## config.mk

```make
export PLATFORM = sky130hd
export DESIGN_NAME = record_header_serial_type_parser
export DESIGN_NICKNAME = d
export VERILOG_FILES = /design/src/sv/rhstp_pkg.sv /design/src/sv/record_header_serial_type_parser.sv /design/src/sv/rhstp_cfg_regs.sv /design/src/sv/rhstp_parser.sv /design/src/sv/rhstp_out_reg.sv
export SDC_FILE = /design/constraint.sdc
export NUM_CORES = 1
export LEC_CHECK = 0
export BUFFER_PORTS_ARGS = -buffer_cell sky130_fd_sc_hd__buf_4
export CAP_MARGIN = 20
export CORE_ASPECT_RATIO = 2
export CORE_MARGIN = 1
export CORE_UTILIZATION = 50
export CTS_CLUSTER_SIZE = 14
export DETAILED_ROUTE_END_ITERATION = 12
export HOLD_SLACK_MARGIN = 0.08
export PLACE_DENSITY = 0.82
export SLEW_MARGIN = 20
export SYNTH_ARGS = -nofsm -noshare
export SYNTH_HDL_FRONTEND = slang
export SYNTH_SLANG_ARGS = --single-unit
```

## constraint.sdc

```tcl
create_clock -name clk -period 7.7 [get_ports clk]
set_clock_uncertainty 0.15 [all_clocks]
set_input_delay 0.385 -clock clk [delete_from_list [all_inputs] [get_ports clk]]
set_output_delay 0.385 -clock clk [all_outputs]
set_load 0.05 [all_outputs]
```

## src/sv/rhstp_pkg.sv

```systemverilog
// Shared types, constants and a helper function for the record header parser.
`default_nettype none
package rhstp_pkg;

    localparam int unsigned OFF_W = 17;
    localparam logic [OFF_W-1:0] OFF_MAX = 17'h1ffff;

    // Column count clamp
    localparam logic [6:0] MAX_COLUMNS = 7'd64;

    // Fixed header fields before the column serial types
    localparam logic [6:0] FIELD_PAYLOAD_LEN = 7'd0;
    localparam logic [6:0] FIELD_ROW_ID      = 7'd1;
    localparam logic [6:0] FIELD_FIRST_COL   = 7'd3;

    // Varint coding
    localparam int unsigned VARINT_CONT_BIT  = 7;
    localparam logic [3:0]  VARINT_LAST_BYTE = 4'd8;

    // Serial types
    localparam logic [31:0] ST_INT32      = 32'd4;
    localparam logic [31:0] ST_FLOAT      = 32'd7;
    localparam logic [31:0] ST_VAR_BASE   = 32'd12;
    localparam logic [7:0]  ST_ENC_INT32  = 8'd10;
    localparam logic [7:0]  ST_ENC_FLOAT  = 8'd11;

    // Configuration register indexes
    localparam logic [1:0] CFG_COLUMN_COUNT = 2'd0;
    localparam logic [1:0] CFG_ENCRYPT_MASK = 2'd1;

    typedef struct packed {
        logic [6:0]  column_count;
        logic [63:0] encrypt_mask;
    } rhstp_cfg_t;

    typedef struct packed {
        logic [7:0]       out_byte;
        logic             header_done;
        logic [31:0]      payload_length;
        logic [31:0]      row_id;
        logic [OFF_W-1:0] data_start;
        logic [OFF_W-1:0] data_end_excl;
        logic             overflow;
    } rhstp_result_t;

    // Column body size in bytes for a serial type
    function automatic logic [31:0] serial_size(input logic [31:0] t);
        logic [31:0] sz;
        begin
            if (t < ST_VAR_BASE)
            begin
                unique case (t[3:0])
                    4'd0:    sz = 32'd0;
                    4'd1:    sz = 32'd1;
                    4'd2:    sz = 32'd2;
                    4'd3:    sz = 32'd3;
                    4'd4:    sz = 32'd4;
                    4'd5:    sz = 32'd6;
                    4'd6:    sz = 32'd8;
                    4'd7:    sz = 32'd8;
                    default: sz = 32'd0;
                endcase
            end
            else
            begin
                // (t-12)/2 for even, (t-13)/2 for odd: both are t/2 - 6
                sz = {1'b0, t[31:1]} - (ST_VAR_BASE >> 1);
            end
            return sz;
        end
    endfunction

endpackage
`default_nettype wire

```

## src/sv/record_header_serial_type_parser.sv

```systemverilog
// Top level: record header varint parser with serial type rewrite.
// Path from input accept to result valid: input register, then result register.
// One item per cycle unless out_ready stalls; the header state loop is combinational.
// Results may wait in the result register while the next item is taken in.
// Reset (rst_n low, async): both pipeline registers empty, parse idle, config cleared.
// After reset, bytes pass through unchanged until an item with first_byte set.
`default_nettype none
module record_header_serial_type_parser (
    input  wire logic        clk,
    input  wire logic        rst_n,
    // configuration write channel
    input  wire logic        cfg_valid,
    output logic             cfg_ready,
    input  wire logic [1:0]  cfg_index,
    input  wire logic [63:0] cfg_data,
    // input byte channel
    input  wire logic        in_valid,
    output logic             in_ready,
    input  wire logic [7:0]  in_byte,
    input  wire logic        first_byte,
    input  wire logic [15:0] cell_offset,
    // result channel
    output logic             out_valid,
    input  wire logic        out_ready,
    output logic [7:0]       out_byte,
    output logic             header_done,
    output logic [31:0]      payload_length,
    output logic [31:0]      row_id,
    output logic [16:0]      data_start,
    output logic [16:0]      data_end_excl,
    output logic             overflow
);
    import rhstp_pkg::*;

    rhstp_cfg_t    cfg;
    rhstp_result_t result;
    rhstp_result_t held;

    // Input register stage
    logic        s1_valid_reg, s1_valid_next;
    logic [7:0]  s1_byte_reg;
    logic        s1_first_reg;
    logic [15:0] s1_offset_reg;

    logic in_take;
    logic s1_adv;

    // The stage-1 item moves into the result register (and commits its
    // parse state update) whenever the result register is free or drains.
    assign s1_adv   = s1_valid_reg && (!out_valid || out_ready);
    assign in_ready = !s1_valid_reg || s1_adv;
    assign in_take  = in_valid && in_ready;

    always_comb
    begin
        s1_valid_next = s1_valid_reg;
        if (in_take)
            s1_valid_next = 1'b1;
        else if (s1_adv)
            s1_valid_next = 1'b0;
    end

    always_ff @(posedge clk or negedge rst_n)
    begin
        if (!rst_n)
            s1_valid_reg <= 1'b0;
        else
            s1_valid_reg <= s1_valid_next;
    end

    always_ff @(posedge clk)
    begin
        if (in_take)
        begin
            s1_byte_reg   <= in_byte;
            s1_first_reg  <= first_byte;
            s1_offset_reg <= cell_offset;
        end
    end

    rhstp_cfg_regs u_cfg (
        .clk       (clk),
        .rst_n     (rst_n),
        .cfg_valid (cfg_valid),
        .cfg_ready (cfg_ready),
        .cfg_index (cfg_index),
        .cfg_data  (cfg_data),
        .cfg       (cfg)
    );

    // Varint decode, column sizing and rewrite; state commits on s1_adv
    rhstp_parser u_parser (
        .clk         (clk),
        .rst_n       (rst_n),
        .adv         (s1_adv),
        .in_byte     (s1_byte_reg),
        .first_byte  (s1_first_reg),
        .cell_offset (s1_offset_reg),
        .cfg         (cfg),
        .result      (result)
    );

    rhstp_out_reg u_out (
        .clk       (clk),
        .rst_n     (rst_n),
        .load      (s1_adv),
        .result    (result),
        .out_ready (out_ready),
        .out_valid (out_valid),
        .held      (held)
    );

    assign out_byte       = held.out_byte;
    assign header_done    = held.header_done;
    assign payload_length = held.payload_length;
    assign row_id         = held.row_id;
    assign data_start     = held.data_start;
    assign data_end_excl  = held.data_end_excl;
    assign overflow       = held.overflow;

    // Empty result register never stalls the input side
    a_ready_when_empty: assert property (@(posedge clk) disable iff (!rst_n)
        !out_valid |-> in_ready)
        else $error("input stalled with empty result register");

    // Data end never precedes data start
    a_end_after_start: assert property (@(posedge clk) disable iff (!rst_n)
        (out_valid && header_done) |-> (data_end_excl >= data_start))
        else $error("data end before data start");

    // Header fields are zero on bytes that do not complete a header
    a_zero_without_done: assert property (@(posedge clk) disable iff (!rst_n)
        (out_valid && !header_done) |->
            (payload_length == '0 && row_id == '0 && data_start == '0 &&
             data_end_excl == '0 && !overflow))
        else $error("header fields set without header completion");

    // Stage 1 keeps holding an item until it moves on
    a_s1_hold: assert property (@(posedge clk) disable iff (!rst_n)
        (s1_valid_reg && !s1_adv) |=> s1_valid_reg)
        else $error("stage-1 item lost");

endmodule
`default_nettype wire

```

## src/sv/rhstp_cfg_regs.sv

```systemverilog
// Configuration registers: column count and encryption column mask.
`default_nettype none
module rhstp_cfg_regs (
    input  wire logic              clk,
    input  wire logic              rst_n,
    input  wire logic              cfg_valid,
    output logic                   cfg_ready,
    input  wire logic [1:0]        cfg_index,
    input  wire logic [63:0]       cfg_data,
    output rhstp_pkg::rhstp_cfg_t  cfg
);
    import rhstp_pkg::*;

    logic [6:0]  column_count_reg;
    logic [63:0] encrypt_mask_reg;

    assign cfg_ready = 1'b1;

    always_ff @(posedge clk or negedge rst_n)
    begin
        if (!rst_n)
        begin
            column_count_reg <= '0;
            encrypt_mask_reg <= '0;
        end
        else if (cfg_valid)
        begin
            unique case (cfg_index)
                CFG_COLUMN_COUNT: column_count_reg <= cfg_data[6:0];
                CFG_ENCRYPT_MASK: encrypt_mask_reg <= cfg_data;
                default: ;
            endcase
        end
    end

    assign cfg.column_count = column_count_reg;
    assign cfg.encrypt_mask = encrypt_mask_reg;

endmodule
`default_nettype wire

```

## src/sv/rhstp_parser.sv

```systemverilog
// Header parse state and per-byte next-state / result logic.
`default_nettype none
module rhstp_parser (
    input  wire logic                 clk,
    input  wire logic                 rst_n,
    input  wire logic                 adv,
    input  wire logic [7:0]           in_byte,
    input  wire logic                 first_byte,
    input  wire logic [15:0]          cell_offset,
    input  wire rhstp_pkg::rhstp_cfg_t cfg,
    output rhstp_pkg::rhstp_result_t  result
);
    import rhstp_pkg::*;

    logic [6:0]       fidx_reg,   fidx_next;
    logic [3:0]       vbytes_reg, vbytes_next;
    logic [31:0]      vval_reg,   vval_next;
    logic [OFF_W-1:0] pos_reg,    pos_next;
    logic [31:0]      plen_reg,   plen_next;
    logic [31:0]      rid_reg,    rid_next;
    logic [OFF_W-1:0] sum_reg,    sum_next;
    logic             sat_reg,    sat_next;
    logic             in_hdr_reg, in_hdr_next;

    // State as seen by this byte (a first byte restarts the parse)
    logic             e_hdr;
    logic [6:0]       e_fidx;
    logic [3:0]       e_vbytes;
    logic [31:0]      e_vval;
    logic [OFF_W-1:0] e_pos;
    logic [31:0]      e_plen;
    logic [31:0]      e_rid;
    logic [OFF_W-1:0] e_sum;
    logic             e_sat;

    logic             last, single, done;
    logic [31:0]      v;
    logic [31:0]      col_size;
    logic [32:0]      sum_wide;
    logic [OFF_W:0]   end_wide;
    logic [OFF_W-1:0] end_off;
    logic [6:0]       cc;
    logic [6:0]       fidx_inc;
    logic [5:0]       col;
    logic [7:0]       outb;

    always_comb
    begin
        e_hdr    = first_byte | in_hdr_reg;
        e_fidx   = first_byte ? '0 : fidx_reg;
        e_vbytes = first_byte ? '0 : vbytes_reg;
        e_vval   = first_byte ? '0 : vval_reg;
        e_pos    = first_byte ? {1'b0, cell_offset} : pos_reg;
        e_plen   = first_byte ? '0 : plen_reg;
        e_rid    = first_byte ? '0 : rid_reg;
        e_sum    = first_byte ? '0 : sum_reg;
        e_sat    = first_byte ? 1'b0 : sat_reg;

        cc = (cfg.column_count > MAX_COLUMNS) ? MAX_COLUMNS : cfg.column_count;

        last   = !in_byte[VARINT_CONT_BIT] || (e_vbytes >= VARINT_LAST_BYTE);
        single = (e_vbytes == 4'd0) && !in_byte[VARINT_CONT_BIT];
        // ninth byte contributes all eight bits
        if (e_vbytes >= VARINT_LAST_BYTE)
            v = {e_vval[23:0], in_byte};
        else
            v = {e_vval[24:0], in_byte[6:0]};

        col_size = serial_size(v);
        col      = 6'(e_fidx - FIELD_FIRST_COL);
        fidx_inc = e_fidx + 7'd1;

        fidx_next   = e_fidx;
        vbytes_next = e_vbytes;
        vval_next   = e_vval;
        plen_next   = e_plen;
        rid_next    = e_rid;
        sum_next    = e_sum;
        sat_next    = e_sat;
        pos_next    = e_pos;
        in_hdr_next = e_hdr;
        outb        = in_byte;
        done        = 1'b0;
        sum_wide    = '0;
        end_wide    = '0;
        end_off     = '0;

        if (e_hdr)
        begin
            if (last)
            begin
                priority if (e_fidx == FIELD_PAYLOAD_LEN)
                begin
                    plen_next = v;
                end
                else if (e_fidx == FIELD_ROW_ID)
                begin
                    rid_next = v;
                end
                else if (e_fidx >= FIELD_FIRST_COL)
                begin
                    sum_wide = {16'd0, e_sum} + {1'b0, col_size};
                    if (sum_wide > {16'd0, OFF_MAX})
                    begin
                        sum_next = OFF_MAX;
                        sat_next = 1'b1;
                    end
                    else
                    begin
                        sum_next = sum_wide[OFF_W-1:0];
                    end
                    if (single && cfg.encrypt_mask[col])
                    begin
                        if (v == ST_INT32)
                            outb = ST_ENC_INT32;
                        else if (v == ST_FLOAT)
                            outb = ST_ENC_FLOAT;
                    end
                end
                else
                begin
                    // unused third varint
                end
                fidx_next   = fidx_inc;
                vbytes_next = '0;
                vval_next   = '0;
                done = {1'b0, fidx_inc} >= ({1'b0, FIELD_FIRST_COL} + {1'b0, cc});
            end
            else
            begin
                vbytes_next = e_vbytes + 4'd1;
                vval_next   = v;
            end

            if (e_pos == OFF_MAX)
                sat_next = 1'b1;
            else
                pos_next = e_pos + 17'd1;

            if (done)
            begin
                end_wide = {1'b0, pos_next} + {1'b0, sum_next};
                if (end_wide > {1'b0, OFF_MAX})
                begin
                    end_off  = OFF_MAX;
                    sat_next = 1'b1;
                end
                else
                begin
                    end_off = end_wide[OFF_W-1:0];
                end
                in_hdr_next = 1'b0;
            end
        end

        result.out_byte       = outb;
        result.header_done    = done;
        result.payload_length = done ? plen_next : '0;
        result.row_id         = done ? rid_next : '0;
        result.data_start     = done ? pos_next : '0;
        result.data_end_excl  = done ? end_off : '0;
        result.overflow       = done & sat_next;
    end

    always_ff @(posedge clk or negedge rst_n)
    begin
        if (!rst_n)
        begin
            fidx_reg   <= '0;
            vbytes_reg <= '0;
            vval_reg   <= '0;
            pos_reg    <= '0;
            plen_reg   <= '0;
            rid_reg    <= '0;
            sum_reg    <= '0;
            sat_reg    <= 1'b0;
            in_hdr_reg <= 1'b0;
        end
        else if (adv)
        begin
            fidx_reg   <= fidx_next;
            vbytes_reg <= vbytes_next;
            vval_reg   <= vval_next;
            pos_reg    <= pos_next;
            plen_reg   <= plen_next;
            rid_reg    <= rid_next;
            sum_reg    <= sum_next;
            sat_reg    <= sat_next;
            in_hdr_reg <= in_hdr_next;
        end
    end

endmodule
`default_nettype wire

```

## src/sv/rhstp_out_reg.sv

```systemverilog
// Result register with valid/ready toward the consumer.
`default_nettype none
module rhstp_out_reg (
    input  wire logic                    clk,
    input  wire logic                    rst_n,
    input  wire logic                    load,
    input  wire rhstp_pkg::rhstp_result_t result,
    input  wire logic                    out_ready,
    output logic                         out_valid,
    output rhstp_pkg::rhstp_result_t     held
);
    import rhstp_pkg::*;

    logic          valid_reg, valid_next;
    rhstp_result_t data_reg;

    always_comb
    begin
        valid_next = valid_reg;
        if (load)
            valid_next = 1'b1;
        else if (out_ready)
            valid_next = 1'b0;
    end

    always_ff @(posedge clk or negedge rst_n)
    begin
        if (!rst_n)
            valid_reg <= 1'b0;
        else
            valid_reg <= valid_next;
    end

    always_ff @(posedge clk)
    begin
        if (load)
            data_reg <= result;
    end

    assign out_valid = valid_reg;
    assign held      = data_reg;

endmodule
`default_nettype wire
```

# Word-level counts from Yosys, hierarchy flattened
# Memory sizes are Yosys's and may differ from the RTL's.
# Cells that the tools add are included.
# totals
reg_bits	342
elab_cells	129
rom_bits	32
inputBits	96
memories	1
# memory_table
name	words	word_bits	read_ports	rd_ports_with_merged_regs	wr	line	source
(no name shown)	8	4	1	0	0	rhstp_pkg.sv:52	unique case (t[3:0])
# op_classes
magnitude_cmp	8
add_sub_neg	8
mux	64
bitwise	2
reduce_logical	18
n_eq_ne	5
# op_table
operator	n
32-bit 2-to-1 mux	12
17-bit 2-to-1 mux	13
25-bit 2-to-1 mux	3
32-bit by 3-bit equality test with 1-bit output (second input constant)	2
8-bit 2-to-1 mux	8
17-bit by 32-bit adder with 33-bit output	1
33-bit by 17-bit greater-than comparator with 1-bit output (second input constant)	1
32-bit by 4-bit less-than comparator with 1-bit output (second input constant)	1
31-bit by 3-bit subtractor with 32-bit output (second input constant)	1
7-bit 2-to-1 mux	4
1-bit 2-to-1 mux	20
17-bit by 17-bit adder with 18-bit output	1
18-bit by 17-bit greater-than comparator with 1-bit output (second input constant)	1
17-bit by 1-bit adder with 17-bit output (second input constant)	1
17-bit equality test (second input constant)	1
4-bit 2-to-1 mux	3
2-bit by 7-bit adder with 8-bit output (first input constant)	1
7-bit by 8-bit greater-or-equal comparator with 1-bit output	1
7-bit by 1-bit adder with 7-bit output (second input constant)	1
7-bit by 1-bit equality test with 1-bit output (second input constant)	1
7-bit by 2-bit greater-or-equal comparator with 1-bit output (second input constant)	1
7-bit greater-than comparator (second input constant)	1
7-bit zero test	1
6-bit by 7-bit less-than comparator with 1-bit output (second input constant)	1
other kinds (15)	24

# Depth between registers and ports, before layout
# An unclocked memory read counts as a cell.
# depth
word_depth	20
mapped_depth	35
mapped_depth_nobuf	31

# Modules after synthesis
# A second synthesis with hierarchy kept.
# unflattened
hier_cells	1752
hier_area_um2	19193.4
# by_module_without_submodules
mod	cells_each	area_per_inst_um2	seq_area_each_um2	n_inst
rhstp_parser	1457	12127.9	3403.3	1
rhstp_out_reg	111	3279.4	3268.1	1
rhstp_cfg_regs	153	2964.1	1776.7	1
record_header_serial_type_parser	31	822.0	775.7	1

# Worst setup path after synthesis
# Ideal clock, no wire load.
# synth_timing
path_kind	register to register
start	register s1_first_reg
end	register u_out.data_reg (netlist bit u_out.held[10]) (data pin)
setup_slack_ns	0.221
arrival_ns	7.058
stages_incl_launch_ff	34
setup_time_ns	0.271
t_required_ns	7.279
cell_sequence	edfxtp_1 > buf_2 > buf_2 > buf_2 > buf_2 > buf_2 > buf_1 > clkbuf_1 > buf_1 > buf_1 > o21ai_0 > a21oi_1 > ha_1 > and3_1 > o211a_1 > o31ai_1 > a21oi_1 > a2bb2oi_1 > nand4_1 > nand4b_1 > xor2_1 > o2111a_2 > and3_1 > clkbuf_1 > a21oi_1 > a21o_1 > ha_1 > a21oi_1 > nor2_1 > a211oi_1 > a21oi_1 > a211oi_4 > buf_2 > a21oi_1
# synth_between
elab_chain_len	16
elab_cells_between_ends	36
classes_between	add/sub: 5; order compare: 6; eq/ne: 2; mux: 19; bitwise: 1; reduce/logical: 3
# synth_lines
item	line	source
start: declaration	record_header_serial_type_parser.sv:42	logic s1_first_reg;
start signal: assignment	record_header_serial_type_parser.sv:76	s1_first_reg <= first_byte;
4-bit 2-to-1 mux	rhstp_parser.sv:51	e_vbytes = first_byte ? '0 : vbytes_reg;
4-bit greater-or-equal comparator	rhstp_parser.sv:61, rhstp_parser.sv:64	
32-bit 2-to-1 mux	rhstp_parser.sv:64	if (e_vbytes >= VARINT_LAST_BYTE)
31-bit by 3-bit subtractor with 32-bit output or 32-bit by 4-bit less-than comparator with 1-bit output (tied branches)	rhstp_pkg.sv:67, rhstp_pkg.sv:50	
32-bit 2-to-1 mux	rhstp_pkg.sv:50	if (t < ST_VAR_BASE)
17-bit by 32-bit adder with 33-bit output	rhstp_parser.sv:102	sum_wide = {16'd0, e_sum} + {1'b0, col_size};
33-bit by 17-bit greater-than comparator with 1-bit output	rhstp_parser.sv:103	if (sum_wide > {16'd0, OFF_MAX})
17-bit 2-to-1 mux	rhstp_parser.sv:103	
17-bit 2-to-1 mux	rhstp_parser.sv:100	else if (e_fidx >= FIELD_FIRST_COL)
17-bit 2-to-1 mux	rhstp_parser.sv:96	else if (e_fidx == FIELD_ROW_ID)
17-bit 2-to-1 mux	rhstp_parser.sv:92	priority if (e_fidx == FIELD_PAYLOAD_LEN)
17-bit 2-to-1 mux	rhstp_parser.sv:90	if (last)
17-bit 2-to-1 mux	rhstp_parser.sv:88	if (e_hdr)
17-bit by 17-bit adder with 18-bit output	rhstp_parser.sv:142	end_wide = {1'b0, pos_next} + {1'b0, sum_next};
18-bit by 17-bit greater-than comparator with 1-bit output	rhstp_parser.sv:143	if (end_wide > {1'b0, OFF_MAX})
17-bit 2-to-1 mux	rhstp_parser.sv:143	
end signal: assignment	rhstp_out_reg.sv:37	data_reg <= result;
end: declaration	rhstp_out_reg.sv:15	rhstp_result_t data_reg;
# Parallel ways exist; a longest one is shown, timed or not. The select of a mux whose other input is x is not followed.
# A chain may end at the register's enable or synchronous reset.

# Worst setup path after layout
# layout_timing
start	register u_parser.vbytes_reg[3]
end	register u_out.data_reg (netlist bit u_out.held[13]) (data pin)
# layout_between
elab_chain_len	16
elab_cells_between_ends	22
classes_between	add/sub: 3; order compare: 4; mux: 13; reduce/logical: 2
# layout_lines
item	line	source
start: declaration	rhstp_parser.sv:16	logic [3:0] vbytes_reg, vbytes_next;
start signal: assignment	rhstp_parser.sv:182	vbytes_reg <= vbytes_next;
4-bit 2-to-1 mux (*)	rhstp_parser.sv:51	
4-bit greater-or-equal comparator (*)	rhstp_parser.sv:61, rhstp_parser.sv:64	
32-bit 2-to-1 mux	rhstp_parser.sv:64	
31-bit by 3-bit subtractor with 32-bit output or 32-bit by 4-bit less-than comparator with 1-bit output (tied branches)	rhstp_pkg.sv:67, rhstp_pkg.sv:50	
32-bit 2-to-1 mux	rhstp_pkg.sv:50	
17-bit by 32-bit adder with 33-bit output	rhstp_parser.sv:102	
33-bit by 17-bit greater-than comparator with 1-bit output	rhstp_parser.sv:103	
17-bit 2-to-1 mux	rhstp_parser.sv:103	
17-bit 2-to-1 mux	rhstp_parser.sv:100	
17-bit 2-to-1 mux	rhstp_parser.sv:96	
17-bit 2-to-1 mux	rhstp_parser.sv:92	
17-bit 2-to-1 mux	rhstp_parser.sv:90	
17-bit 2-to-1 mux	rhstp_parser.sv:88	
17-bit by 17-bit adder with 18-bit output	rhstp_parser.sv:142	
18-bit by 17-bit greater-than comparator with 1-bit output	rhstp_parser.sv:143	
17-bit 2-to-1 mux	rhstp_parser.sv:143	
# Mark *: on every way between the ends. The rest lies on a longest branch, timed or not. The select of a mux whose other input is x is not followed.

==> metrics.txt <==
dominant combinational cell family by area after synthesis=compound AO/OA/AOI/OAI gates; die span in x=between 100 and 150 um; Avg Inst Size Synth=10.6 um^2; CP Class=reg -> reg; netlist area before placement=roughly 19000 um^2; Crit path depth=33; gate count after technology mapping=~1700; final critical-path share of the clock period=around 90%; clk buf depth=3; CP bufs+invs=3; leading cell types by total area after synthesis=sky130_fd_sc_hd__dfrtp_1 (28%), sky130_fd_sc_hd__edfxtp_1 (21%), sky130_fd_sc_hd__mux2_2 (5.8%), sky130_fd_sc_hd__a22o_1 (4.4%), sky130_fd_sc_hd__a21oi_1 (4.1%); worst hold slack=around 0.088 ns; I/O pins=207; share of cells above drive strength 1=roughly a quarter; Post-Place Cell Area=21000 um^2; mean number of vias per cell=just over 6; residual antenna-violating net count after detailed routing=0; maximum net fanout on the critical path=22; clock transition at the registers of the reported paths=approximately 0.080 ns; number of rows in the core area=99; number of iterations in the first detailed-routing pass=9; dpl ws=0.270 ns; library cell with the largest summed area after synthesis=sky130_fd_sc_hd__dfrtp_1; number of warning messages in the yosys log=0; post-route standard cell area excluding fillers=23000 um^2; remaining global-route overflow=0; largest net degree at the start of global routing=100; Reg2Reg Setup Slack=about 0.56 ns; relative area change from synthesis to final layout=23.5%; basic-gate share of the synthesized area counting and, or, nand and nor cells=approximately 15%; endpoint of the worst-slack reg-to-reg timing path=u_out.held[13]; Crit path max-delay family=compound AO/OA/AOI/OAI gates; share of synthesized area spent on multiplexers=9.14%; TritonCTS sink count=342; count of flip-flops with a built-in enable after synthesis=about 130; Post-Route Setup TNS=0 ns; max-slew headroom at the worst pin=about 30%; cell with the biggest individual delay on the critical path=sky130_fd_sc_hd__dfrtp_2; first-pass GRT wire length=roughly 90000 um; number of setup violations in the final report=0; violation count after the first detailed-routing iteration=~1100; violations in the final reports=design-rule violations; most prevalent standard cell on the critical path=sky130_fd_sc_hd__a21oi_1; post-synthesis xor/xnor area fraction=between 3 and 4%; share of the synthesized area in the top cell type=between 20% and 30%; data arrival time at the worst-slack endpoint=around 7.3 ns; Root Buffer Master=sky130_fd_sc_hd__clkbuf_16; die outline height=~270 um; PwrDens=230 nW/um^2; synthesis-stage register bit count=~340; final HPWL from detailed placement=between 30000 and 40000 um; proportion of synthesized chip area in sequential cells=about half; DRC Markers=15; Hold Path Origin=cfg_index[1]; fraction of the mapped netlist area in adder cells=3.58%; number of hold violations in the final report=0; total global-route track usage=approximately 31%; Synth Flop Type=sky130_fd_sc_hd__dfrtp_1; clock latency on the worst-skew pair=0.59 ns; H-Tree Level Count=1; starting density of the core=~50%; gp weighted congestion=between 0.9 and 1; Fillers=between 2000 and 3000; required time at the endpoint of the critical path=7.86 ns; post-placement cell count=2392; total count of max-transition violations in the final report=0; initial antenna violation count=1; vias after detailed routing=roughly 16000; Hold Path End=u_cfg.column_count_reg[1]; worst-margin pin slew=approximately 1.1 ns; number of clock buffers inserted by TritonCTS=31; startpoint of the worst register-to-register path=u_parser.vbytes_reg[3]; number of library cell types mapped by synthesis=92; wirelength, routed=between 50000 and 60000 um; total core area=about 37000 um^2; Final min period=~7.1 ns; number of global-route vias before repair=between 15000 and 20000; worst vdd ir=227 uV; Worst Reg2Reg Path Length in Cells=33; cell depth of the worst hold path=3; final worst setup slack=between 0.5 and 0.6 ns; maximum single-stage delay on the critical path=about 0.5 ns; routed length per placed instance=~23 um; highest clock rate=about 140 MHz; Maximum Capacitance Violations=0; critical path endpoint category=register; leakage dissipation=between 9 and 10 nW; unrepaired setup endpoints after global routing=no; startpoint class of the critical path=register; class of the most critical hold timing path=in -> reg; count of input and output buffers=a little over 200; max FFs per register=roughly 110; post-layout net count=between 2000 and 2500; complex-gate fraction of the synthesized area=16.1%; Non-Filler Instances=around 2500; full die area=between 30000 and 40000 um^2; status=finished with violations; syn nets=roughly 1900; share of flip-flops with an asynchronous set or reset after synthesis=between 60% and 70%; CTS tree=yes
## per-layer routing
layer	GRT usage, %	part of all wire (%)
met1	30.7	34
met5	0	0
met3	3.10	4.2
met4	21.1	6.9
met2	59.4	55
## cell usage in the layout (no fill, tap or decap), types with 60 or more instances in the layout
cell | netlist | routed
sky130_fd_sc_hd__a21oi_1 | 152 | 152
sky130_fd_sc_hd__a22o_1 | 93 | 93
sky130_fd_sc_hd__buf_4 | 2 | 300
sky130_fd_sc_hd__dfrtp_1 | 209 | 208
sky130_fd_sc_hd__dlygate4sd3_1 | 0 | 93
sky130_fd_sc_hd__edfxtp_1 | 133 | 133
sky130_fd_sc_hd__mux2_2 | 96 | 96
sky130_fd_sc_hd__nand2_1 | 135 | 134
sky130_fd_sc_hd__nand3_1 | 62 | 60
sky130_fd_sc_hd__nor2_1 | 144 | 142
sky130_fd_sc_hd__o21ai_0 | 67 | 66
## layout make-up
class	instances	area, um^2	area share [%]
Antenna cell	1	2.50	0.0109
Clock buffer	47	876	3.81
Clock inverter	10	61.3	0.267
Inverter	43	164	0.713
Multi-Input combinational cell	1251	8870	38.6
Sequential cell	342	9230	40.1
Tap cell	454	568	2.47
Timing Repair Buffer	396	3220	14.0
## logic make-up after synthesis
family,after synthesis
xor gates and xnor gates,73
DFF,342
and+or+nand+nor,542
adders and majority gates,52
buffers and inverters,156
muxes,137
other,1
AOI/OAI and AO/OA,446
## synthesized netlist by cell type, types with 5 or more instances
master	number
sky130_fd_sc_hd__a22o_1	93
sky130_fd_sc_hd__and2_1	8
sky130_fd_sc_hd__o31ai_1	5
sky130_fd_sc_hd__a21oi_2	6
sky130_fd_sc_hd__o21bai_1	5
sky130_fd_sc_hd__xnor2_1	42
sky130_fd_sc_hd__a21oi_1	152
sky130_fd_sc_hd__clkbuf_1	87
sky130_fd_sc_hd__buf_1	10
sky130_fd_sc_hd__mux4_2	16
sky130_fd_sc_hd__o21a_1	7
sky130_fd_sc_hd__dfrtp_1	209
sky130_fd_sc_hd__nand3_1	62
sky130_fd_sc_hd__nand2_1	135
sky130_fd_sc_hd__mux2i_1	22
sky130_fd_sc_hd__nand4_1	11
sky130_fd_sc_hd__nor3b_1	37
sky130_fd_sc_hd__a31oi_1	14
sky130_fd_sc_hd__a211oi_1	12
sky130_fd_sc_hd__nor4_1	6
sky130_fd_sc_hd__nor3_1	15
sky130_fd_sc_hd__and3_1	17
sky130_fd_sc_hd__nor2b_1	36
sky130_fd_sc_hd__nand2b_1	31
sky130_fd_sc_hd__inv_1	42
sky130_fd_sc_hd__nand4b_1	6
sky130_fd_sc_hd__o21ai_1	7
sky130_fd_sc_hd__mux2_2	96
sky130_fd_sc_hd__or3_1	7
sky130_fd_sc_hd__buf_2	11
sky130_fd_sc_hd__ha_1	50
sky130_fd_sc_hd__xor2_1	31
sky130_fd_sc_hd__a21o_1	26
sky130_fd_sc_hd__edfxtp_1	133
sky130_fd_sc_hd__o21ai_0	67
sky130_fd_sc_hd__nor2_1	144
## metrics by stage
stage / power, mW / utilization, %
floorplan: 3.20 / -
global placement: 3.69 / 57.6
detailed placement: 3.73 / 57.6
CTS: 5.26 / 62.7
global route: 5.50 / 62.9
finish: 5.30 / 62.9
## power by group
group | total (mW) | leakage, nW | internal (mW) | switching (mW)
logic | 1.55 | 5.34 | 0.601 | 0.951
registers | 2.25 | 4.03 | 2.10 | 0.143
clock network | 1.50 | 0.455 | 0.784 | 0.713
total | 5.30 | 9.82 | 3.49 | 1.81
## worst max-delay path by stage
stage	from	slack (ns)	endpoint
after global placement	u_parser.vval_reg[19]	0.36	u_out.held[13]
after CTS	u_parser.vbytes_reg[3]	0.22	u_out.held[13]
after floorplan	s1_first_reg	0.22	u_out.held[10]
after global routing	u_parser.vbytes_reg[3]	0.04	u_out.held[13]
final	u_parser.vbytes_reg[3]	0.56	u_out.held[13]
after detailed placement	u_parser.vval_reg[19]	0.27	u_out.held[13]
## timing repair
action                                 CTS  global route
setup buffers                            0             1
endpoints found under the hold margin  195             0
hold buffers                            93             0
setup endpoints to repair                0            19
gates resized for setup                  0            10
## worst min-delay path, cell delays in order
cell                      delay, ns
sky130_fd_sc_hd__buf_4         0.09
sky130_fd_sc_hd__nor3b_2       0.09
sky130_fd_sc_hd__mux2_2        0.23
No activity file was read; power rests on OpenSTA's default activity.
